[src/sv/pzdr_pkg.sv]
// Shared types, constants and lookup functions for the pedal zone duty regulator.
package pzdr_pkg;

   localparam int PEDAL_W     = 7;
   localparam int STEPS_W     = 8;
   localparam int DUTY_W      = 9;
   localparam int RATE_W      = 6;
   localparam int SPEED_W     = 5;
   localparam int TICKS_W     = 6;
   localparam int CSR_INDEX_W = 3;
   localparam int CSR_DATA_W  = 7;
   localparam int NUMER_W     = 16;
   localparam int DIV_STEPS   = 16;
   localparam int STEP_CNT_W  = 4;

   localparam logic [DUTY_W-1:0]  STOP_DUTY   = 9'd500;
   localparam logic [PEDAL_W-1:0] PEDAL_FULL  = 7'd100;
   localparam logic [SPEED_W-1:0] SPEED_TOP   = 5'd30;
   localparam logic [SPEED_W-1:0] FLOOR_SPEED = 5'd25;
   localparam logic [TICKS_W-1:0] TICKS_FAST  = 6'd20;
   localparam logic [TICKS_W-1:0] TICKS_SLOW  = 6'd40;

   typedef enum logic [CSR_INDEX_W-1:0] {
      CSR_MAX_SPEED,
      CSR_CONTROLLER_KIND,
      CSR_LAUNCH_START,
      CSR_RAMP_START,
      CSR_HOLD_START,
      CSR_RELAUNCH_START,
      CSR_BRAKE_START
   } csr_index_type;

   typedef enum logic [2:0] {
      ZONE_LAUNCH,
      ZONE_RAMP,
      ZONE_HOLD,
      ZONE_RELAUNCH,
      ZONE_NONE
   } zone_type;

   typedef enum logic [2:0] {
      CORE_IDLE,
      CORE_BASE,
      CORE_DUTY_GO,
      CORE_DUTY_WAIT,
      CORE_RATE_GO,
      CORE_RATE_WAIT,
      CORE_FINISH
   } core_state_type;

   typedef enum logic [2:0] {
      RATIO_IDLE,
      RATIO_MUL_LO,
      RATIO_MUL_HI,
      RATIO_DIV,
      RATIO_DONE
   } ratio_state_type;

   typedef struct packed {
      logic                 start;
      logic [DUTY_W-1:0]    lo_val;
      logic [DUTY_W-1:0]    hi_val;
      logic [PEDAL_W-1:0]   span;
      logic [PEDAL_W-1:0]   pos;
   } ratio_req_type;

   typedef struct packed {
      logic                 done;
      logic [NUMER_W-1:0]   quotient;
   } ratio_rsp_type;

   // Duty for a speed setting; settings above thirty count as thirty.
   function automatic logic [DUTY_W-1:0] duty_lookup(input logic kind,
                                                     input logic [SPEED_W-1:0] speed);
      logic [SPEED_W-1:0] s;
      logic [DUTY_W-1:0]  v;
      s = (speed > SPEED_TOP) ? SPEED_TOP : speed;
      v = STOP_DUTY;
      if (s == 5'd0) begin
         v = STOP_DUTY;
      end else if (!kind) begin
         // The first formula set drops by exactly seven per speed step.
         v = 9'd332 - ({1'b0, s, 3'b000} - {4'b0000, s});
      end else begin
         case (s)
            5'd1:    v = 9'd360;
            5'd2:    v = 9'd353;
            5'd3:    v = 9'd346;
            5'd4:    v = 9'd339;
            5'd5:    v = 9'd332;
            5'd6:    v = 9'd317;
            5'd7:    v = 9'd307;
            5'd8:    v = 9'd297;
            5'd9:    v = 9'd288;
            5'd10:   v = 9'd278;
            5'd11:   v = 9'd268;
            5'd12:   v = 9'd258;
            5'd13:   v = 9'd248;
            5'd14:   v = 9'd238;
            5'd15:   v = 9'd229;
            5'd16:   v = 9'd219;
            5'd17:   v = 9'd209;
            5'd18:   v = 9'd199;
            5'd19:   v = 9'd189;
            5'd20:   v = 9'd179;
            5'd21:   v = 9'd169;
            5'd22:   v = 9'd160;
            5'd23:   v = 9'd150;
            5'd24:   v = 9'd140;
            5'd25:   v = 9'd130;
            5'd26:   v = 9'd120;
            5'd27:   v = 9'd110;
            5'd28:   v = 9'd100;
            5'd29:   v = 9'd100;
            5'd30:   v = 9'd100;
            default: v = STOP_DUTY;
         endcase
      end
      return v;
   endfunction

   // Target step rate for a speed setting, never below one.
   function automatic logic [RATE_W-1:0] rate_lookup(input logic [SPEED_W-1:0] speed);
      logic [SPEED_W-1:0] s;
      logic [RATE_W-1:0]  v;
      s = (speed > SPEED_TOP) ? SPEED_TOP : speed;
      case (s)
         5'd0:    v = 6'd1;
         5'd1:    v = 6'd2;
         5'd2:    v = 6'd3;
         5'd3:    v = 6'd5;
         5'd4:    v = 6'd7;
         5'd5:    v = 6'd8;
         5'd6:    v = 6'd10;
         5'd7:    v = 6'd11;
         5'd8:    v = 6'd13;
         5'd9:    v = 6'd15;
         5'd10:   v = 6'd16;
         5'd11:   v = 6'd18;
         5'd12:   v = 6'd20;
         5'd13:   v = 6'd21;
         5'd14:   v = 6'd23;
         5'd15:   v = 6'd24;
         5'd16:   v = 6'd26;
         5'd17:   v = 6'd28;
         5'd18:   v = 6'd29;
         5'd19:   v = 6'd31;
         5'd20:   v = 6'd33;
         5'd21:   v = 6'd34;
         5'd22:   v = 6'd36;
         5'd23:   v = 6'd38;
         5'd24:   v = 6'd39;
         5'd25:   v = 6'd41;
         5'd26:   v = 6'd42;
         5'd27:   v = 6'd44;
         5'd28:   v = 6'd46;
         5'd29:   v = 6'd47;
         5'd30:   v = 6'd49;
         default: v = 6'd49;
      endcase
      return v;
   endfunction

endpackage

[src/sv/pzdr_req_if.sv]
// Request channel interface: pedal position and measured step rate.
interface pzdr_req_if;
   logic                          valid;
   logic                          ready;
   logic [pzdr_pkg::PEDAL_W-1:0]  pedal;
   logic [pzdr_pkg::STEPS_W-1:0]  measured_steps;

   modport source (output valid, output pedal, output measured_steps, input ready);
   modport sink   (input valid, input pedal, input measured_steps, output ready);
endinterface

[src/sv/pzdr_rsp_if.sv]
// Response channel interface: regulated duty value.
interface pzdr_rsp_if;
   logic                         valid;
   logic                         ready;
   logic [pzdr_pkg::DUTY_W-1:0]  duty;

   modport source (output valid, output duty, input ready);
   modport sink   (input valid, input duty, output ready);
endinterface

[src/sv/pzdr_ratio.sv]
// Iterative interpolation unit: (lo*(span-pos) + hi*pos) / span, one quotient bit per cycle.
module pzdr_ratio (
   input  logic                    clock,
   input  logic                    reset,
   input  pzdr_pkg::ratio_req_type ratio_req,
   output pzdr_pkg::ratio_rsp_type ratio_rsp
);

   pzdr_pkg::ratio_state_type state_ff, state_in;

   logic [pzdr_pkg::DUTY_W-1:0]     lo_ff, lo_in;
   logic [pzdr_pkg::DUTY_W-1:0]     hi_ff, hi_in;
   logic [pzdr_pkg::PEDAL_W-1:0]    span_ff, span_in;
   logic [pzdr_pkg::PEDAL_W-1:0]    pos_ff, pos_in;
   logic [pzdr_pkg::NUMER_W-1:0]    acc_ff, acc_in;
   logic [pzdr_pkg::PEDAL_W-1:0]    rem_ff, rem_in;
   logic [pzdr_pkg::STEP_CNT_W-1:0] step_ff, step_in;

   logic [pzdr_pkg::DUTY_W-1:0]     mul_a;
   logic [pzdr_pkg::PEDAL_W-1:0]    mul_b;
   logic [pzdr_pkg::NUMER_W-1:0]    product;
   logic [pzdr_pkg::PEDAL_W:0]      trial;
   logic [pzdr_pkg::PEDAL_W+1:0]    diff;
   logic                            fits;

   // One multiplier serves both weighted terms; the divide reuses the accumulator.
   assign mul_a   = (state_ff == pzdr_pkg::RATIO_MUL_LO) ? lo_ff : hi_ff;
   assign mul_b   = (state_ff == pzdr_pkg::RATIO_MUL_LO) ? (span_ff - pos_ff) : pos_ff;
   assign product = pzdr_pkg::NUMER_W'(mul_a) * pzdr_pkg::NUMER_W'(mul_b);

   assign trial = {rem_ff, acc_ff[pzdr_pkg::NUMER_W-1]};
   assign diff  = {1'b0, trial} - {2'b00, span_ff};
   assign fits  = !diff[pzdr_pkg::PEDAL_W+1];

   always_comb begin
      state_in = state_ff;
      case (state_ff)
         pzdr_pkg::RATIO_IDLE: begin
            if (ratio_req.start) state_in = pzdr_pkg::RATIO_MUL_LO;
         end
         pzdr_pkg::RATIO_MUL_LO: state_in = pzdr_pkg::RATIO_MUL_HI;
         pzdr_pkg::RATIO_MUL_HI: state_in = pzdr_pkg::RATIO_DIV;
         pzdr_pkg::RATIO_DIV: begin
            if (step_ff == pzdr_pkg::STEP_CNT_W'(pzdr_pkg::DIV_STEPS - 1)) begin
               state_in = pzdr_pkg::RATIO_DONE;
            end
         end
         pzdr_pkg::RATIO_DONE: state_in = pzdr_pkg::RATIO_IDLE;
         default: state_in = pzdr_pkg::RATIO_IDLE;
      endcase
   end

   always_comb begin
      ratio_rsp.done     = (state_ff == pzdr_pkg::RATIO_DONE);
      ratio_rsp.quotient = acc_ff;
   end

   always_comb begin
      lo_in   = lo_ff;
      hi_in   = hi_ff;
      span_in = span_ff;
      pos_in  = pos_ff;
      acc_in  = acc_ff;
      rem_in  = rem_ff;
      step_in = step_ff;
      case (state_ff)
         pzdr_pkg::RATIO_IDLE: begin
            lo_in   = ratio_req.lo_val;
            hi_in   = ratio_req.hi_val;
            span_in = ratio_req.span;
            pos_in  = ratio_req.pos;
            rem_in  = '0;
            step_in = '0;
         end
         pzdr_pkg::RATIO_MUL_LO: acc_in = product;
         pzdr_pkg::RATIO_MUL_HI: acc_in = acc_ff + product;
         pzdr_pkg::RATIO_DIV: begin
            // Restoring step: the remainder stays below the divisor, so it fits.
            rem_in  = fits ? diff[pzdr_pkg::PEDAL_W-1:0] : trial[pzdr_pkg::PEDAL_W-1:0];
            acc_in  = {acc_ff[pzdr_pkg::NUMER_W-2:0], fits};
            step_in = step_ff + 1'b1;
         end
         default: begin
         end
      endcase
   end

   always_ff @(posedge clock) begin
      if (reset) begin
         state_ff <= pzdr_pkg::RATIO_IDLE;
      end else begin
         state_ff <= state_in;
      end
      lo_ff   <= lo_in;
      hi_ff   <= hi_in;
      span_ff <= span_in;
      pos_ff  <= pos_in;
      acc_ff  <= acc_in;
      rem_ff  <= rem_in;
      step_ff <= step_in;
   end

endmodule

[src/sv/pedal_zone_duty_regulator_core.sv]
// Top level of the pedal zone duty regulator: zone selection, sequencing and regulation.
//
//   channel   direction  payload                       transfer when
//   req_bus   in         pedal[6:0], measured_steps[7:0]  valid && ready
//   rsp_bus   out        duty[8:0]                      valid && ready
//   csr_*     in         index[2:0], data[6:0]          csr_write
//
// An item outside the ramp zone passes from zone decode straight to its finish step. In the
// ramp zone the interpolation unit runs twice (duty, then rate), each run doing two
// multiplies and a 16-step restoring divide before the result is registered for rsp_bus.
// One item is in work at a time; req_bus.ready is high only while the sequencer idles.
// A result waiting on rsp_bus holds the next item in its last step until taken.
// Reset is synchronous and loads the register defaults with cleared regulator state.
module pedal_zone_duty_regulator_core (
   input  logic                              clock,
   input  logic                              reset,
   pzdr_req_if.sink                          req_bus,
   pzdr_rsp_if.source                        rsp_bus,
   input  logic                              csr_write,
   input  logic [pzdr_pkg::CSR_INDEX_W-1:0]  csr_index,
   input  logic [pzdr_pkg::CSR_DATA_W-1:0]   csr_data
);

   localparam logic signed [11:0] BAND_LOW   = 12'sd60;
   localparam logic signed [11:0] BAND_GUARD = 12'sd5;
   localparam logic signed [11:0] BAND_HOLD  = 12'sd20;
   localparam logic [4:0]         DEC_MAX    = 5'd15;

   pzdr_pkg::core_state_type state_ff, state_in;

   logic [pzdr_pkg::SPEED_W-1:0] max_speed_ff;
   logic                         kind_ff;
   logic [pzdr_pkg::PEDAL_W-1:0] launch_ff, ramp_ff, hold_ff, relaunch_ff, brake_ff;

   logic [pzdr_pkg::PEDAL_W-1:0] pedal_ff, pedal_in;
   logic [pzdr_pkg::STEPS_W-1:0] steps_ff, steps_in;
   logic [pzdr_pkg::DUTY_W-1:0]  base_duty_ff, base_duty_in;
   logic [pzdr_pkg::RATE_W-1:0]  base_rate_ff, base_rate_in;
   pzdr_pkg::zone_type           zone_ff, zone_in;
   logic [pzdr_pkg::DUTY_W-1:0]  held_ff, held_in;
   logic [pzdr_pkg::TICKS_W-1:0] ticks_ff, ticks_in;
   logic [pzdr_pkg::DUTY_W-1:0]  rsp_duty_ff, rsp_duty_in;
   logic                         rsp_valid_ff, rsp_valid_in;

   pzdr_pkg::ratio_req_type ratio_req;
   pzdr_pkg::ratio_rsp_type ratio_rsp;

   logic [pzdr_pkg::SPEED_W-1:0] launch_speed;
   logic [pzdr_pkg::DUTY_W-1:0]  duty_lo, duty_hi, floor_duty;
   logic [pzdr_pkg::RATE_W-1:0]  rate_lo, rate_hi;
   logic in_brake, in_relaunch, in_hold, in_ramp, in_launch;
   logic interp;
   logic [pzdr_pkg::DUTY_W-1:0]  sel_duty;
   logic [pzdr_pkg::RATE_W-1:0]  sel_rate;
   pzdr_pkg::zone_type           sel_zone;

   logic out_free;
   logic capture, take_base, take_duty_q, take_rate_q, finish_load;

   logic signed [11:0]           held_work, base_s, floor_s;
   logic [pzdr_pkg::TICKS_W-1:0] ticks_work;
   logic [8:0]                   steps9, rate9;
   logic [7:0]                   gap_half;
   logic [4:0]                   dec_amt;

   pzdr_ratio u_ratio (
      .clock     (clock),
      .reset     (reset),
      .ratio_req (ratio_req),
      .ratio_rsp (ratio_rsp)
   );

   // Configuration registers.
   always_ff @(posedge clock) begin
      if (reset) begin
         max_speed_ff <= '0;
         kind_ff      <= 1'b0;
         launch_ff    <= 7'd10;
         ramp_ff      <= 7'd25;
         hold_ff      <= 7'd65;
         relaunch_ff  <= 7'd85;
         brake_ff     <= 7'd90;
      end else if (csr_write) begin
         case (csr_index)
            pzdr_pkg::CSR_MAX_SPEED:       max_speed_ff <= csr_data[pzdr_pkg::SPEED_W-1:0];
            pzdr_pkg::CSR_CONTROLLER_KIND: kind_ff      <= csr_data[0];
            pzdr_pkg::CSR_LAUNCH_START:    launch_ff    <= csr_data;
            pzdr_pkg::CSR_RAMP_START:      ramp_ff      <= csr_data;
            pzdr_pkg::CSR_HOLD_START:      hold_ff      <= csr_data;
            pzdr_pkg::CSR_RELAUNCH_START:  relaunch_ff  <= csr_data;
            pzdr_pkg::CSR_BRAKE_START:     brake_ff     <= csr_data;
            default: begin
            end
         endcase
      end
   end

   // Curve end points come straight from the static configuration.
   assign launch_speed = (max_speed_ff > 5'd2) ? 5'd2 : 5'd1;
   assign duty_lo      = pzdr_pkg::duty_lookup(kind_ff, launch_speed);
   assign duty_hi      = pzdr_pkg::duty_lookup(kind_ff, max_speed_ff);
   assign rate_lo      = pzdr_pkg::rate_lookup(launch_speed);
   assign rate_hi      = pzdr_pkg::rate_lookup(max_speed_ff);
   assign floor_duty   = pzdr_pkg::duty_lookup(kind_ff, pzdr_pkg::FLOOR_SPEED);

   assign in_brake    = (pedal_ff >= brake_ff) && (pedal_ff < pzdr_pkg::PEDAL_FULL);
   assign in_relaunch = (pedal_ff >= relaunch_ff) && (pedal_ff < brake_ff);
   assign in_hold     = (pedal_ff >= hold_ff) && (pedal_ff < relaunch_ff);
   assign in_ramp     = (pedal_ff >= ramp_ff) && (pedal_ff < hold_ff);
   assign in_launch   = (pedal_ff >= launch_ff) && (pedal_ff < ramp_ff);

   // Base values favor the upper zones; regulation favors the lower ones.
   always_comb begin
      interp   = 1'b0;
      sel_duty = pzdr_pkg::STOP_DUTY;
      sel_rate = '0;
      if (in_brake) begin
         sel_duty = pzdr_pkg::STOP_DUTY;
         sel_rate = '0;
      end else if (in_relaunch) begin
         sel_duty = duty_lo;
         sel_rate = rate_lo;
      end else if (in_hold) begin
         sel_duty = duty_hi;
         sel_rate = rate_hi;
      end else if (in_ramp) begin
         interp = 1'b1;
      end else if (in_launch) begin
         sel_duty = duty_lo;
         sel_rate = rate_lo;
      end

      if (in_launch) begin
         sel_zone = pzdr_pkg::ZONE_LAUNCH;
      end else if (in_ramp) begin
         sel_zone = pzdr_pkg::ZONE_RAMP;
      end else if (in_hold) begin
         sel_zone = pzdr_pkg::ZONE_HOLD;
      end else if (in_relaunch) begin
         sel_zone = pzdr_pkg::ZONE_RELAUNCH;
      end else begin
         sel_zone = pzdr_pkg::ZONE_NONE;
      end
   end

   assign out_free = !rsp_valid_ff || rsp_bus.ready;

   // Sequencer next state.
   always_comb begin
      state_in = state_ff;
      case (state_ff)
         pzdr_pkg::CORE_IDLE: begin
            if (req_bus.valid) state_in = pzdr_pkg::CORE_BASE;
         end
         pzdr_pkg::CORE_BASE: begin
            state_in = interp ? pzdr_pkg::CORE_DUTY_GO : pzdr_pkg::CORE_FINISH;
         end
         pzdr_pkg::CORE_DUTY_GO: state_in = pzdr_pkg::CORE_DUTY_WAIT;
         pzdr_pkg::CORE_DUTY_WAIT: begin
            if (ratio_rsp.done) state_in = pzdr_pkg::CORE_RATE_GO;
         end
         pzdr_pkg::CORE_RATE_GO: state_in = pzdr_pkg::CORE_RATE_WAIT;
         pzdr_pkg::CORE_RATE_WAIT: begin
            if (ratio_rsp.done) state_in = pzdr_pkg::CORE_FINISH;
         end
         pzdr_pkg::CORE_FINISH: begin
            if (out_free) state_in = pzdr_pkg::CORE_IDLE;
         end
         default: state_in = pzdr_pkg::CORE_IDLE;
      endcase
   end

   // Sequencer outputs.
   always_comb begin
      req_bus.ready    = 1'b0;
      capture          = 1'b0;
      take_base        = 1'b0;
      take_duty_q      = 1'b0;
      take_rate_q      = 1'b0;
      finish_load      = 1'b0;
      ratio_req.start  = 1'b0;
      ratio_req.lo_val = duty_lo;
      ratio_req.hi_val = duty_hi;
      ratio_req.span   = hold_ff - ramp_ff;
      ratio_req.pos    = pedal_ff - ramp_ff;
      case (state_ff)
         pzdr_pkg::CORE_IDLE: begin
            req_bus.ready = 1'b1;
            capture       = req_bus.valid;
         end
         pzdr_pkg::CORE_BASE: take_base = 1'b1;
         pzdr_pkg::CORE_DUTY_GO: ratio_req.start = 1'b1;
         pzdr_pkg::CORE_DUTY_WAIT: take_duty_q = ratio_rsp.done;
         pzdr_pkg::CORE_RATE_GO: begin
            ratio_req.start  = 1'b1;
            ratio_req.lo_val = {3'b000, rate_lo};
            ratio_req.hi_val = {3'b000, rate_hi};
         end
         pzdr_pkg::CORE_RATE_WAIT: take_rate_q = ratio_rsp.done;
         pzdr_pkg::CORE_FINISH: finish_load = out_free;
         default: begin
         end
      endcase
   end

   // Regulation of the kept duty for the finished item.
   assign steps9   = {1'b0, steps_ff};
   assign rate9    = {3'b000, base_rate_ff};
   assign gap_half = 8'((rate9 - steps9) >> 1);
   assign base_s   = signed'({3'b000, base_duty_ff});
   assign floor_s  = signed'({3'b000, floor_duty});

   always_comb begin
      if (gap_half > 8'd1 && gap_half < 8'd8) begin
         dec_amt = gap_half[4:0];
      end else if (gap_half <= 8'd1) begin
         dec_amt = 5'd1;
      end else begin
         dec_amt = DEC_MAX;
      end
   end

   always_comb begin
      held_work  = signed'({3'b000, held_ff});
      ticks_work = ticks_ff;
      case (zone_ff)
         pzdr_pkg::ZONE_LAUNCH: held_work = base_s;
         pzdr_pkg::ZONE_RAMP, pzdr_pkg::ZONE_HOLD, pzdr_pkg::ZONE_RELAUNCH: begin
            if (held_work == signed'({3'b000, pzdr_pkg::STOP_DUTY})) held_work = base_s;
            if (rate9 <= 9'd3) begin
               if (steps9 + 9'd1 <= rate9) begin
                  if (ticks_work >= pzdr_pkg::TICKS_FAST) begin
                     if (held_work > base_s - BAND_LOW) held_work = held_work - 12'sd1;
                     ticks_work = '0;
                  end
                  ticks_work = ticks_work + 1'b1;
               end else if (steps9 > rate9 + 9'd1) begin
                  if (ticks_work >= pzdr_pkg::TICKS_FAST) begin
                     if (held_work < base_s) held_work = held_work + 12'sd1;
                     ticks_work = '0;
                  end
                  ticks_work = ticks_work + 1'b1;
               end else begin
                  held_work = base_s;
               end
            end else if (steps9 + 9'd3 < rate9) begin
               if (ticks_work >= pzdr_pkg::TICKS_FAST) begin
                  // The ramp zone only pulls the duty down near its base value.
                  if (zone_ff != pzdr_pkg::ZONE_RAMP || held_work > base_s - BAND_GUARD) begin
                     held_work = held_work - signed'({7'b0000000, dec_amt});
                  end
                  ticks_work = '0;
               end
               ticks_work = ticks_work + 1'b1;
            end else if (steps9 > rate9 + 9'd3) begin
               if (ticks_work >= pzdr_pkg::TICKS_SLOW) begin
                  if (held_work < base_s + BAND_GUARD) held_work = held_work + 12'sd1;
                  ticks_work = '0;
               end
               ticks_work = ticks_work + 1'b1;
            end else if (held_work > base_s + BAND_HOLD || held_work < base_s - BAND_HOLD) begin
               held_work = base_s;
            end
         end
         default: held_work = signed'({3'b000, pzdr_pkg::STOP_DUTY});
      endcase
      // The floor is always positive, so it also covers a decrement below zero.
      if (held_work < floor_s) held_work = floor_s;
   end

   // Datapath next values.
   always_comb begin
      pedal_in     = capture ? req_bus.pedal : pedal_ff;
      steps_in     = capture ? req_bus.measured_steps : steps_ff;
      base_duty_in = base_duty_ff;
      base_rate_in = base_rate_ff;
      zone_in      = zone_ff;
      if (take_base) begin
         base_duty_in = sel_duty;
         base_rate_in = sel_rate;
         zone_in      = sel_zone;
      end
      if (take_duty_q) base_duty_in = ratio_rsp.quotient[pzdr_pkg::DUTY_W-1:0];
      if (take_rate_q) base_rate_in = ratio_rsp.quotient[pzdr_pkg::RATE_W-1:0];
      held_in      = finish_load ? held_work[pzdr_pkg::DUTY_W-1:0] : held_ff;
      ticks_in     = finish_load ? ticks_work : ticks_ff;
      rsp_duty_in  = finish_load ? held_work[pzdr_pkg::DUTY_W-1:0] : rsp_duty_ff;
      if (finish_load) begin
         rsp_valid_in = 1'b1;
      end else if (rsp_bus.ready) begin
         rsp_valid_in = 1'b0;
      end else begin
         rsp_valid_in = rsp_valid_ff;
      end
   end

   always_ff @(posedge clock) begin
      if (reset) begin
         state_ff     <= pzdr_pkg::CORE_IDLE;
         held_ff      <= '0;
         ticks_ff     <= '0;
         rsp_valid_ff <= 1'b0;
      end else begin
         state_ff     <= state_in;
         held_ff      <= held_in;
         ticks_ff     <= ticks_in;
         rsp_valid_ff <= rsp_valid_in;
      end
      pedal_ff     <= pedal_in;
      steps_ff     <= steps_in;
      base_duty_ff <= base_duty_in;
      base_rate_ff <= base_rate_in;
      zone_ff      <= zone_in;
      rsp_duty_ff  <= rsp_duty_in;
   end

   assign rsp_bus.valid = rsp_valid_ff;
   assign rsp_bus.duty  = rsp_duty_ff;

   // A transfer on the request side always starts the zone decode next.
   a_accept_to_base: assert property (@(posedge clock) disable iff (reset)
      (req_bus.valid && req_bus.ready) |=> (state_ff == pzdr_pkg::CORE_BASE))
      else $error("request transfer did not start zone decode");

   // The interpolation unit only finishes while the sequencer waits for it.
   a_ratio_done_waited: assert property (@(posedge clock) disable iff (reset)
      ratio_rsp.done |-> (state_ff == pzdr_pkg::CORE_DUTY_WAIT ||
                          state_ff == pzdr_pkg::CORE_RATE_WAIT))
      else $error("interpolation finished with nobody waiting");

   // An interpolated value lies between its end points and so fits a duty.
   a_ratio_fits: assert property (@(posedge clock) disable iff (reset)
      ratio_rsp.done |-> (ratio_rsp.quotient[pzdr_pkg::NUMER_W-1:pzdr_pkg::DUTY_W] == '0))
      else $error("interpolated value out of range");

endmodule
[src/flat_wrapper.sv]
// flat-port wrapper written by rule: the top's interface ports become plain ports
module pedal_zone_duty_regulator_core_flat 
  (clock, reset, csr_write, csr_index, csr_data, req_bus_valid, req_bus_pedal, req_bus_measured_steps, req_bus_ready, rsp_bus_valid, rsp_bus_duty, rsp_bus_ready);
  pzdr_req_if req_bus_i ();
  pzdr_rsp_if rsp_bus_i ();
  input  logic clock;
  input  logic reset;
  input  logic csr_write;
  input  logic [pzdr_pkg::CSR_INDEX_W-1:0] csr_index;
  input  logic [pzdr_pkg::CSR_DATA_W-1:0] csr_data;
  input wire logic [$bits(req_bus_i.valid)-1:0] req_bus_valid;
  input wire logic [$bits(req_bus_i.pedal)-1:0] req_bus_pedal;
  input wire logic [$bits(req_bus_i.measured_steps)-1:0] req_bus_measured_steps;
  output wire logic [$bits(req_bus_i.ready)-1:0] req_bus_ready;
  output wire logic [$bits(rsp_bus_i.valid)-1:0] rsp_bus_valid;
  output wire logic [$bits(rsp_bus_i.duty)-1:0] rsp_bus_duty;
  input wire logic [$bits(rsp_bus_i.ready)-1:0] rsp_bus_ready;
  assign req_bus_i.valid = req_bus_valid;
  assign req_bus_i.pedal = req_bus_pedal;
  assign req_bus_i.measured_steps = req_bus_measured_steps;
  assign req_bus_ready = req_bus_i.ready;
  assign rsp_bus_valid = rsp_bus_i.valid;
  assign rsp_bus_duty = rsp_bus_i.duty;
  assign rsp_bus_i.ready = rsp_bus_ready;
  pedal_zone_duty_regulator_core u_core (.clock(clock), .reset(reset), .req_bus(req_bus_i), .rsp_bus(rsp_bus_i), .csr_write(csr_write), .csr_index(csr_index), .csr_data(csr_data));
endmodule
[config.mk]
export PLATFORM = sky130hd
export DESIGN_NAME = pedal_zone_duty_regulator_core_flat
export DESIGN_NICKNAME = d
export VERILOG_FILES = /design/src/sv/pzdr_pkg.sv /design/src/sv/pzdr_req_if.sv /design/src/sv/pzdr_rsp_if.sv /design/src/sv/pzdr_ratio.sv /design/src/sv/pedal_zone_duty_regulator_core.sv /design/src/flat_wrapper.sv
export SDC_FILE = /design/constraint.sdc
export NUM_CORES = 1
export LEC_CHECK = 0
export ABC_CLOCK_PERIOD_IN_PS = 10000
export BUFFER_PORTS_ARGS = -buffer_cell sky130_fd_sc_hd__clkbuf_2
export CAP_MARGIN = 10
export CORE_MARGIN = 3
export CORE_UTILIZATION = 40
export DETAILED_ROUTE_END_ITERATION = 6
export PLACE_DENSITY = 0.64
export SLEW_MARGIN = 0
export SYNTH_ARGS = -nofsm -noshare
export SYNTH_HDL_FRONTEND = slang
export SYNTH_SLANG_ARGS = --single-unit
[constraint.sdc]
create_clock -name clock -period 10 [get_ports clock]
set_input_delay 2 -clock clock [delete_from_list [all_inputs] [get_ports clock]]
set_output_delay 2 -clock clock [all_outputs]
set_load 0.005 [all_outputs]
## Word-level counts from Yosys, hierarchy flattened

Memories as Yosys holds them, arrays and structs flattened.
Index checks and enable logic that the tools add are counted.

- Add/subtract/negate cells: 27
- Multipliers: 1
- Div/mod/pow operators: 0
- $lt $le $gt $ge: 30
- Equality and inequality tests: 29
- Shift-type cells: 0
- Mux-type cells: 95
- Bitwise logic cells: 0
- Reductions and logical operators: 37

Operator list:

| cell | number |
|---|---|
| 2-to-1 mux 12 bit | 15 |
| 2-to-1 mux 6 bit | 28 |
| 2-to-1 mux 9 bit | 14 |
| case mux 16 bit (3 select lines) | 1 |
| greater-than comparator 12 bit | 3 |
| >= comparator 7 bit | 5 |
| < comparator 7 bit | 4 |
| adder 6 x 1 -> 6 bit (second input constant) | 4 |
| equality test 3 x 2 -> 1 bit (second input constant) | 8 |
| < comparator 12 bit | 2 |
| 2-to-1 mux 3 bit | 8 |
| case mux 12 bit (2 select lines) | 1 |
| equality test 3 bit (second input constant) | 7 |
| case mux 3 bit (7 select lines) | 1 |
| subtractor 7 bit | 3 |
| 2-to-1 mux 5 bit | 4 |
| greater-than comparator 8 x 9 -> 1 bit | 2 |
| subtractor 8 x 5 -> 9 bit | 2 |
| subtractor 9 bit (first input constant) | 2 |
| adder 16 bit | 1 |
| multiplier 9 x 7 -> 16 bit | 1 |
| AND reduction 2 bit | 8 |
| 2-to-1 mux 15 bit | 1 |
| 2-to-1 mux 1 bit | 14 |
| other kinds (51) | 80 |

- Register bits after elaboration: 164
- Latch bits: 0
- Bits in writable memories: 0
- Memory bits (read-only): 960
- Output and inout port bits: 11
- Word-level logic and storage cells: 252
- Memories: 4

Memories:

| name | depth | width | read ports | clocked after memory_dff | write ports | line | source |
|---|---|---|---|---|---|---|---|
| (no name shown) | 32 | 9 | 1 | 0 | 0 | pzdr_pkg.sv:85 | `case (s)` |
| (no name shown) | 32 | 9 | 1 | 0 | 0 | pzdr_pkg.sv:85 |  |
| (no name shown) | 32 | 6 | 1 | 0 | 0 | pzdr_pkg.sv:127 | `case (s)` |
| (no name shown) | 32 | 6 | 1 | 0 | 0 | pzdr_pkg.sv:127 |  |

## Longest topological paths before layout

Gate-level depths: netlist (run 1).

- Depth in word-level cells: 15
- Depth in mapped cells: 36

## Cells and area by module

A second synthesis (run 1) with hierarchy kept.

- Cells, all modules: 2072
- Area total of the unflattened synthesis: 17316.6 µm²

By module, submodules not included:

| module | instances | cells each | area an instance (µm²) | sequential area each (µm²) |
|---|---|---|---|---|
| pedal_zone_duty_regulator_core | 1 | 1455 | 11409.7 | 2462.4 |
| pzdr_ratio | 1 | 617 | 5906.9 | 1831.8 |

## Worst setup path after synthesis (run 1)

Ideal clock, no wire load.

- Path kind: register -> register
- Start: register u_core.u_ratio.span_ff[0] (netlist bit)
- End: register u_core.u_ratio.acc_ff[15] (netlist bit) (data pin)
- Setup time: 258 ps
- Arrival time: 7699 ps
- Setup slack: 2043 ps
- Cell stages (with the launch flop): 37
- Buffers on the path: 0
- Period minus slack after synthesis: 7957 ps
- Cells stage by stage: edfxtp_1 inv_1 ha_1 inv_1 fa_1 a21o_1 a21oi_1 o21bai_1 a21oi_1 xnor2_1 nand2_1 xor2_1 or2_2 fa_1 fa_1 inv_1 fa_1 inv_1 fa_1 inv_1 ha_1 a21boi_0 o21ai_0 a21boi_0 o21ai_0 a21boi_0 o21ai_0 nor2b_1 xnor2_1 ha_1 nand3_1 a2111oi_0 o31ai_1 a21oi_1 a31oi_1 mux2i_1 o221a_2

- Cells in the longest elaborated chain, start to end: 5

RTL lines:

| element | line | source |
|---|---|---|
| start: declaration | pzdr_ratio.sv:13 | `logic [pzdr_pkg::PEDAL_W-1:0] span_ff, span_in;` |
| start signal: assignment | pzdr_ratio.sv:96 | `span_ff <= span_in;` |
| subtractor 7 bit (*) | pzdr_ratio.sv:28 | `assign mul_b = (state_ff == pzdr_pkg::RATIO_MUL_LO) ? (span_ff - pos_ff) : pos_ff;` |
| 2-to-1 mux 7 bit (*) | pzdr_ratio.sv:28 |  |
| multiplier 9 x 7 -> 16 bit (*) | pzdr_ratio.sv:29 | `assign product = pzdr_pkg::NUMER_W'(mul_a) * pzdr_pkg::NUMER_W'(mul_b);` |
| adder 16 bit | pzdr_ratio.sv:76 | `pzdr_pkg::RATIO_MUL_HI: acc_in = acc_ff + product;` |
| case mux 16 bit (3 select lines) (*) | pzdr_ratio.sv:66 | `case (state_ff)` |
| via u_core.u_ratio.acc_in, one bit | pzdr_ratio.sv:15 | `logic [pzdr_pkg::NUMER_W-1:0] acc_ff, acc_in;` |
| end signal: assignment | pzdr_ratio.sv:98 | `acc_ff <= acc_in;` |
| end: declaration | pzdr_ratio.sv:15 |  |

Mark *: on every way through the listed nets, which the timed path passes. The rest lies on a longest branch.
A chain may end at the register's enable or synchronous reset.

## Worst setup path in the final report (run 1)

Same ends and word-level chain as after synthesis.

==> metrics.md, run 1 <==
| Metric | Value |
|---|---|
| Global routing's busiest layer | met2 |
| Root cell of the clock tree | clkbuf_16 |
| DR vias | 14800 |
| Max Fclk | 0.113 GHz |
| Sink Count | 163 |
| Worst Path Arrival | 9.02 ns |
| Fin crit share | 88.2% |
| Hold Path Depth | 2 |
| Worst Max-Slew Pin Slew | 1.08 ns |
| Slowest cell on crit path | a2111oi_0 |
| Synth Area in XOR/XNOR | 5.98% |
| Synth Flop Type | edfxtp_1 |
| Cts repair resizes | 0 |
| Post-synthesis sequential area ratio | 25.3% |
| DP Wirelength | 36700 um |
| FFs w/ async S/R, synth | 0% |
| Reg2Reg Setup Slack | 1.18 ns |
| Worst slew margin | 28.0% |
| Worst Hold Class | register to register |
| Final Routed Wirelength | 48000 um |
| GR Overflow Total | 0 |
| CP required | 10.20 ns |
| Proportion of synthesized area in mux cells | 2.78% |
| Total CTS buffers | 17 |
| FF-to-FF End | u_core.u_ratio.acc_ff[15] |
| GPL Wtd Cong | 0.972 |
| Overall routing resource usage | 21.6% |
| Final setup violation count | 0 |
| Largest net degree at the start of global routing | 69 |
| Worst Hold End | u_core.launch_ff[2] |
| Syn avg cell area | 8.39 sq um |
| Setup bufs post-CTS | 0 |
| Starting density of the core | 40.9% |
| WS Path Type | register to register |
| Syn Std Cell Area | 16800 sq um |
| RR Startpoint | u_core.u_ratio.span_ff[0] |
| Vias per cell | 5.76 |
| Register area | 4260 sq um |
| Max-slew violations | 0 |
| Post-Synth Adder-Cell Area | 21.4% |
| Clock Tree Buf Depth | 2 |
| Maxcap violations | 0 |
| Die Y | 211 um |
| R2R depth | 36 |
| Total number of yosys warnings | 0 |
| Met2 global-route usage | 35.7% |
| Ports | 41 |
| Layout net count | 2313 |
| N_diodes | 0 |
| Initial antenna violation count | 0 |
| Vias in the first global route | 14600 |
| Cell Rows | 74 |
| Synth Register Bits | 163 |
| Share of layout cells above drive strength 1 | 6.94% |
| Largest family of logic cells by synthesized area | adder cells |
| CTS Hold Bufs | 0 |
| Area Growth Syn to Fin | 8.64% |
| Distinct cells, synth | 91 |
| ANT nets after route | 0 |
| CTS tree | yes |
| # fillers | 4017 |
| DRT Pass-1 Iters | 7 |
| Crit start category | register |
| Syn Inst Count | 2006 |
| H-tree Lvls | 4 |
| GR Util met1 | 29.2% |
| Synth Area in Compound Gates | 19.8% |
| Worst-skew pair later-pin latency | 0.45 ns |
| Routing usage on met3 | 2.76% |
| Clock slew at reported path FFs | 0.07 ns |
| Clock skew | 0.0209 ns |
| Area of the die | 44600 sq um |
| Residual DRC count | 0 |
| Simple-Gate Fraction of Synth Area | 18.7% |
| Area of the core | 41200 sq um |
| Tmin final | 8.82 ns |
| First-pass GRT wire length | 77800 um |
| Die W | 211 um |
| CP endpoint kind | register |
| Post-synth EDFFs | 100 |
| Synth Net Count | 2299 |
| RSZ-0062 raised after global routing | no |
| Start point of the worst min-delay path | u_core.launch_ff[2] |
| Initial DRC count | 1070 |
| CP peak stage delay | 0.61 ns |
| Total negative slack | 0 ns |
| Final Util | 44.4% |
| Critical path fanouts, max | 9 |
| Drt wl/cell | 18.7 um |
| Port buffer count | 40 |
| Area of the multi-input gates | 11600 sq um |
| Status | completed |
| Final Hold Fails | 0 |
-- cells in the mapped netlist (13+ instances only) --
cell	n	area share (%)
a211oi_1	18	0.80
nor2_1	213	4.7
xnor2_1	94	4.9
o211ai_1	13	0.58
fa_1	41	4.9
nand3_1	46	1.4
dfxtp_1	63	7.5
clkbuf_1	54	1.2
o21a_1	25	1.1
and3_1	15	0.56
nor2b_1	31	1.2
mux2i_1	40	2.4
and2_1	13	0.48
a31oi_1	17	0.63
nor3_1	46	1.4
a21o_1	29	1.3
nand4_1	14	0.52
o21ai_0	108	3.2
a21oi_1	132	3.9
nand2_1	178	4.0
inv_1	191	4.3
or2_2	16	0.59
ha_1	222	17
a211o_1	14	0.73
xor2_1	21	1.1
nand3b_1	14	0.62
nand2b_1	28	1.0
edfxtp_1	100	18
-- final cells by class --
cell class              count  area share [%]
multi-input cells        1578            63.4
well taps                 532            3.64
repair buffers             59            1.87
flip-flops and latches    163            23.3
clock buffers              17            2.33
inverters                 201            4.13
clock inverters            15            1.31
-- kinds of logic after synthesis --
family | count (synthesis)
AOI/OAI and AO/OA | 491
xor gates and xnor gates | 115
adders and majority gates | 263
buffers and inverters | 265
DFF | 163
muxes | 46
other | 1
and+or+nand+nor | 662
-- worst max path at each step --
stage	startpoint	to	slack, ns	depth (start not counted)
after CTS	u_core.u_ratio.span_ff[0]	u_core.u_ratio.acc_ff[15]	1.15	36
after global placement	u_core.u_ratio.span_ff[0]	u_core.u_ratio.acc_ff[15]	1.51	36
after detailed placement	u_core.u_ratio.span_ff[0]	u_core.u_ratio.acc_ff[15]	1.20	36
after global routing	u_core.u_ratio.span_ff[0]	u_core.u_ratio.acc_ff[15]	0.38	36
after floorplan	u_core.u_ratio.span_ff[0]	u_core.u_ratio.acc_ff[15]	2.04	36
final	u_core.u_ratio.span_ff[0]	u_core.u_ratio.acc_ff[15]	1.18	36
-- flip-flops by register name, summed over array words and instances, names as in the netlist, 8 cells and up --
| name | flops |
|---|---|
| u_core.u_ratio.lo_ff | 8 |
| u_core.u_ratio.acc_ff | 16 |
| u_core.held_ff | 9 |
| u_core.base_duty_ff | 9 |
| u_core.steps_ff | 8 |
| u_core.u_ratio.hi_ff | 9 |
| u_core.rsp_bus.duty | 9 |
-- stage by stage --
stage | cell area [sq um] | worst slack (ns) | hold slack (ns) | cells
floorplan | 16800 | 2.04 | 0.436 | 2006
global placement | 17600 | 1.51 | 0.443 | 2533
detailed placement | 17600 | 1.20 | 0.447 | 2533
CTS | 18300 | 1.15 | 0.457 | 2565
global route | 18300 | 0.383 | 0.481 | 2565
finish | 18300 | 1.18 | 0.458 | 2565
-- worst max-delay path: cells and delay by family (launching register included) --
family,cells,cell delay [ns]
compound gates,15,3.22
fa+ha+maj,8,3.20
xor+xnor,3,0.78
simple gates,4,0.56
flops,1,0.39
buf+inv,5,0.26
mux,1,0.13
-- metal layers --
layer	share of wire (%)	vias up
li1	-	7179
met1	45	7028
met2	46	480
met3	5.5	99
met4	3.0	0
met5	0	-
-- cells in the final DEF (no fill, tap or decap), drive strengths merged, types with 10 or more instances in the layout --
cell type    n
a21o        30
a2111oi     10
xnor2       94
or2         17
inv        201
a21boi      11
a31oi       17
mux2i       40
nor4        10
nand3       46
nand2      178
fa          41
nand3b      14
nand4       14
dfxtp       63
edfxtp     100
a211oi      18
and3        16
xor2        21
clkbuf      57
o21ai      114
or3         12
nor2       213
buf         19
nand2b      28
a211o       14
nor3        47
o21a        26
o211ai      13
ha         222
and2        13
o311ai      13
a21oi      132
nor2b       31
Power of run 1 is not shown: default switching activity piles up to over one toggle a cycle in this logic, so the estimate is an artifact.
==> inputs of run 2 (changes only) <==
--- a/config.mk
+++ b/config.mk
@@ -8,10 +8,12 @@
 export ABC_CLOCK_PERIOD_IN_PS = 10000
 export BUFFER_PORTS_ARGS = -buffer_cell sky130_fd_sc_hd__clkbuf_2
 export CAP_MARGIN = 10
+export CELL_PAD_IN_SITES_DETAIL_PLACEMENT = 1
+export CELL_PAD_IN_SITES_GLOBAL_PLACEMENT = 2
 export CORE_MARGIN = 3
 export CORE_UTILIZATION = 40
 export DETAILED_ROUTE_END_ITERATION = 6
-export PLACE_DENSITY = 0.64
+export PLACE_DENSITY = 0.91
 export SLEW_MARGIN = 0
 export SYNTH_ARGS = -nofsm -noshare
 export SYNTH_HDL_FRONTEND = slang
==> run 2 against run 1 <==
  * First-iteration DRC count fell by 6.7%
  * Die area did not move
  * Largest cell class unchanged
  * Final cell count unchanged
  * Fmax shrank 2.7%
  * Register-to-register slack worse by 0.24 ns
  * Final area fell by 0.31%
  * Via count grew 1.9%
  * Global-route usage grew 2.4 points
  * Non-clock buffer count unchanged
  * Routed wire length increased by 10%
  * Critical path depth unchanged
  * Sequential share of layout area increased by 0.072 points
==> metrics.md, run 2 (same netlist as run 1, synthesis figures left out) <==
| Metric | Value |
|---|---|
| Status | completed |
| ANT nets after route | 0 (unchanged) |
| Commonest non-fill, non-tap cells in the layout | ha_1, nor2_1, inv_1 |
| R2R depth | 36 (unchanged) |
| GR Overflow Total | 0 (unchanged) |
| Cell count after placement | 2533 (unchanged) |
| Hold Path Depth | 2 (unchanged) |
| CP peak stage delay | 0.74 ns (+0.13 ns) |
| Final Instance Area | 18200 sq um (-0.31%) |
| Final Routed Wirelength | 52800 um (+10%) |
| DP Wirelength | 41300 um (+12%) |
| Crit start category | register |
| Final Hold Fails | 0 (unchanged) |
| Cts repair resizes | 0 (unchanged) |
| Worst slew margin | 34.7% (+6.6 points) |
| Die Y | 211 um (unchanged) |
| Max reg flops | 16 (unchanged) |
| Setup bufs post-CTS | 0 (unchanged) |
| N_diodes | 0 (unchanged) |
| Area post-placement | 17600 sq um (about the same) |
| Starting density of the core | 40.9% (unchanged) |
| Commonest non-fill, non-tap cell in the layout | ha_1 |
| Vias per cell | 5.87 (+1.9%) |
| Worst Hold Class | register to register |
| # fillers | 4898 (+22%) |
| Worst Max-Slew Pin Slew | 0.955 ns (-0.120 ns) |
| CP endpoint kind | register |
| RSZ-0062 raised after global routing | no |
| Share of layout cells above drive strength 1 | 6.94% (unchanged) |
| Die W | 211 um (unchanged) |
| Total negative slack | 0 ns (unchanged) |
| Cell Rows | 74 (unchanged) |
| Largest net degree at the start of global routing | 69 (unchanged) |
| Clock slew at reported path FFs | 0.07 ns (about the same) |
| DRT Pass-1 Iters | 6 (-1) |
| Root cell of the clock tree | clkbuf_16 |
| Clock Tree Buf Depth | 2 (unchanged) |
| Port buffer count | 40 (unchanged) |
| Area of the core | 41200 sq um (unchanged) |
| Maxcap violations | 0 (unchanged) |
| Total CTS buffers | 17 (unchanged) |
| Largest register by flop count | u_core.u_ratio.acc_ff |
| Fin crit share | 90.6% (+2.4 points) |
| Non-filler instance count after layout | 2565 (unchanged) |
| DR vias | 15100 (+1.9%) |
| Final setup violation count | 0 (unchanged) |
| Worst Path Arrival | 9.27 ns (+0.25 ns) |
| Vias in the first global route | 15900 (+9.0%) |
| Tmin final | 9.06 ns (+0.242 ns) |
| Sink Count | 163 (unchanged) |
| Area of the die | 44600 sq um (unchanged) |
| GPL Wtd Cong | 0.969 (-0.33%) |
| First-pass GRT wire length | 86100 um (+11%) |
| WS Path Type | register to register |
| Clock skew | 0.0121 ns (-0.00886 ns) |
| Initial antenna violation count | 0 (unchanged) |
| Layout net count | 2313 (unchanged) |
| H-tree Lvls | 4 (unchanged) |
| Area Growth Syn to Fin | 8.31% |
| Max Fclk | 0.110 GHz (-2.7%) |
| Minimum hold slack | 0.458 ns (+0.000246 ns) |
| Ports | 41 (unchanged) |
| CP required | 10.21 ns (about the same) |
| Drt wl/cell | 20.6 um (+10%) |
| Critical path fanouts, max | 9 (unchanged) |
| Max-slew violations | 0 (unchanged) |
| Slowest cell on crit path | a2111oi_0 |
| Residual DRC count | 0 (unchanged) |
| CTS tree | yes |
| Initial DRC count | 998 (-6.7%) |
| Overall routing resource usage | 24.1% (+2.4 points) |
| Worst-skew pair later-pin latency | 0.46 ns (about the same) |
| CTS Hold Bufs | 0 (unchanged) |
-- run 2: changes by cell type in the layout (fill, tap and decap cells not counted), sizes merged --
cell / previous run / this run
bufinv: 5 / 3
clkinv: 9 / 10
clkbuf: 57 / 58
-- run 2: worst paths after layout --
check	from	to	slack (ns)
setup / recovery	u_core.u_ratio.span_ff[0]	u_core.u_ratio.acc_ff[15]	0.94
hold reg to reg	u_core.launch_ff[4]	u_core.launch_ff[4]	0.46
setup reg to reg	u_core.u_ratio.span_ff[0]	u_core.u_ratio.acc_ff[15]	0.94
hold / removal	u_core.launch_ff[4]	u_core.launch_ff[4]	0.46
-- run 2: metal layers --
layer  GRT usage, %  routed length, um
met5              0                  0
met4           8.38               1500
met3           2.66               1920
met2           42.8              26200
met1           30.4              23200
-- run 2: stage by stage --
step	utilization (%)	setup WS, ns
3_5_place_dp	42.7	1.05
6_report	44.3	0.941
3_3_place_gp	42.7	1.40
5_1_grt	44.3	0.242
2_1_floorplan	-	2.04
4_1_cts	44.3	1.00
-- run 2: layout make-up --
cell class	instances	area [sq um]	area share, %
clock buffers	18	429	2.35
inverters	201	754	4.14
repair buffers	59	343	1.88
clock inverters	14	190	1.04
well taps	532	666	3.65
multi-input cells	1578	11600	63.5
flip-flops and latches	163	4260	23.4
-- run 2: worst max-delay path, delay by kind of cell (launching register included) --
kind / cells / cell delay, ns
AOI/OAI and AO/OA: 15 / 3.38
adders and majority gates: 8 / 3.21
xor gates and xnor gates: 3 / 0.83
and+or+nand+nor: 4 / 0.57
DFF: 1 / 0.39
buffers and inverters: 5 / 0.28
muxes: 1 / 0.13
Power of run 2 is left out for the same reason.
==> inputs of run 3 (changes only) <==
--- a/config.mk
+++ b/config.mk
@@ -10,9 +10,9 @@
 export CAP_MARGIN = 10
 export CELL_PAD_IN_SITES_DETAIL_PLACEMENT = 1
 export CELL_PAD_IN_SITES_GLOBAL_PLACEMENT = 2
-export CORE_MARGIN = 3
 export CORE_UTILIZATION = 40
 export DETAILED_ROUTE_END_ITERATION = 6
+export GPL_TIMING_DRIVEN = 0
 export PLACE_DENSITY = 0.91
 export SLEW_MARGIN = 0
 export SYNTH_ARGS = -nofsm -noshare
==> run 3 against run 2 <==
  * Hold slack gained 0.0071 ns
  * Sequential share of layout area is 0.15 points lower
  * Routed wire length rose by 7.6%
  * Via count grew 3.0%
  * Fmax is 2.8% lower
  * Critical path depth unchanged
  * Flip-flop and latch count unchanged
  * Register-to-register slack worse by 0.26 ns
  * Non-clock buffer count increased by 49
  * Critical path type unchanged
==> metrics.md, run 3 (same netlist as run 1, synthesis figures left out) <==
| Metric | Value |
|---|---|
| Status | completed |
| CP peak stage delay | 0.70 ns (-0.04 ns) |
| DRT Pass-1 Iters | 5 (-1) |
| Total negative slack | 0 ns (unchanged) |
| Layout net count | 2362 (+2.1%) |
| Worst Max-Slew Pin Slew | 1.33 ns (+0.377 ns) |
| Critical path fanouts, max | 9 (unchanged) |
| Residual DRC count | 0 (unchanged) |
| Share of layout cells above drive strength 1 | 6.39% (-0.55 points) |
| Die Y | 207 um (-1.9%) |
| CP endpoint kind | register |
| R2R depth | 36 (unchanged) |
| CTS tree | yes |
| Initial DRC count | 1115 (+12%) |
| Final Routed Wirelength | 56900 um (+7.6%) |
| Sink Count | 163 (unchanged) |
| ANT nets after route | 0 (unchanged) |
| Fin crit share | 93.2% (+2.6 points) |
| WS Path Type | register to register |
| H-tree Lvls | 4 (unchanged) |
| Maxcap violations | 0 (unchanged) |
| Worst Hold Class | register to register |
| Cell Rows | 74 (unchanged) |
| GPL Wtd Cong | 0.936 (-3.4%) |
| Die W | 207 um (-1.9%) |
| Clock slew at reported path FFs | 0.08 ns (about the same) |
| Tmin final | 9.32 ns (+0.257 ns) |
| # fillers | 4946 (+0.98%) |
| RSZ-0062 raised after global routing | no |
| Max reg flops | 16 (unchanged) |
| DP Wirelength | 44600 um (+8.2%) |
| Overall routing resource usage | 26.5% (+2.5 points) |
| Setup bufs post-CTS | 0 (unchanged) |
| Crit start category | register |
| Final setup violation count | 0 (unchanged) |
| Clock Tree Buf Depth | 2 (unchanged) |
| Slowest cell on crit path | a2111oi_0 |
| Final Hold Fails | 0 (unchanged) |
| Worst Path Arrival | 9.53 ns (+0.26 ns) |
| Hold Path Depth | 2 (unchanged) |
| Worst-skew pair later-pin latency | 0.45 ns (about the same) |
| DR vias | 15500 (+3.0%) |
| Max Fclk | 0.107 GHz (-2.8%) |
| Area of the die | 42900 sq um (-3.8%) |
| Root cell of the clock tree | clkbuf_16 |
| Initial antenna violation count | 0 (unchanged) |
| CP required | 10.21 ns (about the same) |
| Largest register by flop count | u_core.u_ratio.acc_ff |
| Max-slew violations | 0 (unchanged) |
| Largest net degree at the start of global routing | 19 (-72%) |
| Vias per cell | 5.94 (+1.1%) |
| CTS Hold Bufs | 0 (unchanged) |
| Commonest non-fill, non-tap cells in the layout | ha_1, nor2_1, inv_1 |
| Port buffer count | 40 (unchanged) |
| Area Growth Syn to Fin | 8.99% |
| N_diodes | 0 (unchanged) |
| Ports | 41 (unchanged) |
| Drt wl/cell | 21.8 um (+5.6%) |
| Commonest non-fill, non-tap cell in the layout | ha_1 |
| Area of the core | 41200 sq um (unchanged) |
| Clock skew | 0.0191 ns (+0.00700 ns) |
| Total CTS buffers | 17 (unchanged) |
| Cts repair resizes | 0 (unchanged) |
| Starting density of the core | 40.9% (unchanged) |
| Worst slew margin | 11.2% (-24 points) |
| GR Overflow Total | 0 (unchanged) |
| First-pass GRT wire length | 90100 um (+4.7%) |
| Vias in the first global route | 16100 (+1.5%) |
-- run 3: path summary, 6_finish.rpt --
path	endpoint	startpoint	slack (ns)
min	u_core.launch_ff[5]	u_core.launch_ff[5]	0.46
max reg2reg	u_core.u_ratio.acc_ff[15]	u_core.u_ratio.span_ff[0]	0.68
min reg2reg	u_core.launch_ff[5]	u_core.launch_ff[5]	0.46
max	u_core.u_ratio.acc_ff[15]	u_core.u_ratio.span_ff[0]	0.68
-- run 3: layout make-up --
class | count | area, sq um | area share [%]
buffer | 64 | 246 | 1.34
clock buffer | 17 | 425 | 2.32
clock inverter | 15 | 164 | 0.893
inverter | 201 | 754 | 4.11
multi-input combinational | 1578 | 11600 | 63.2
sequential | 163 | 4260 | 23.2
tap | 532 | 666 | 3.63
timing repair buffer | 44 | 234 | 1.28
-- run 3: worst max-delay path: cells and delay by family (launching register included) --
kind | cells | cell delay (ns)
AO/OA/AOI/OAI | 15 | 3.43
adder cells (fa/ha/maj) | 8 | 3.41
AND/OR/NAND/NOR | 4 | 0.73
XOR/XNOR | 3 | 0.57
flip-flops | 1 | 0.45
buffers and inverters | 5 | 0.32
multiplexers | 1 | 0.15
-- run 3: routing by layer --
| metal | global-route usage (%) | vias up | wire length, um | share of wire, % |
|---|---|---|---|---|
| met4 | 8.59 | 0 | 1450 | 2.6 |
| met1 | 34.4 | 7696 | 24900 | 44 |
| li1 | - | 7280 | - | - |
| met3 | 3.31 | 101 | 2960 | 5.2 |
| met5 | 0 | - | 0 | 0 |
| met2 | 45.7 | 446 | 27500 | 48 |
-- run 3: per-stage QoR --
stage	instance area (sq um)	hold WS (ns)	worst slack, ns	util (%)	instances
3_3_place_gp	17700	0.445	0.677	43.0	2578
4_1_cts	18300	0.468	0.412	44.5	2614
3_5_place_dp	17700	0.459	0.506	43.1	2582
5_1_grt	18300	0.479	0.136	44.5	2614
6_report	18300	0.465	0.685	44.5	2614
2_1_floorplan	16800	0.436	2.04	-	2006
Power of run 3 is left out for the same reason.
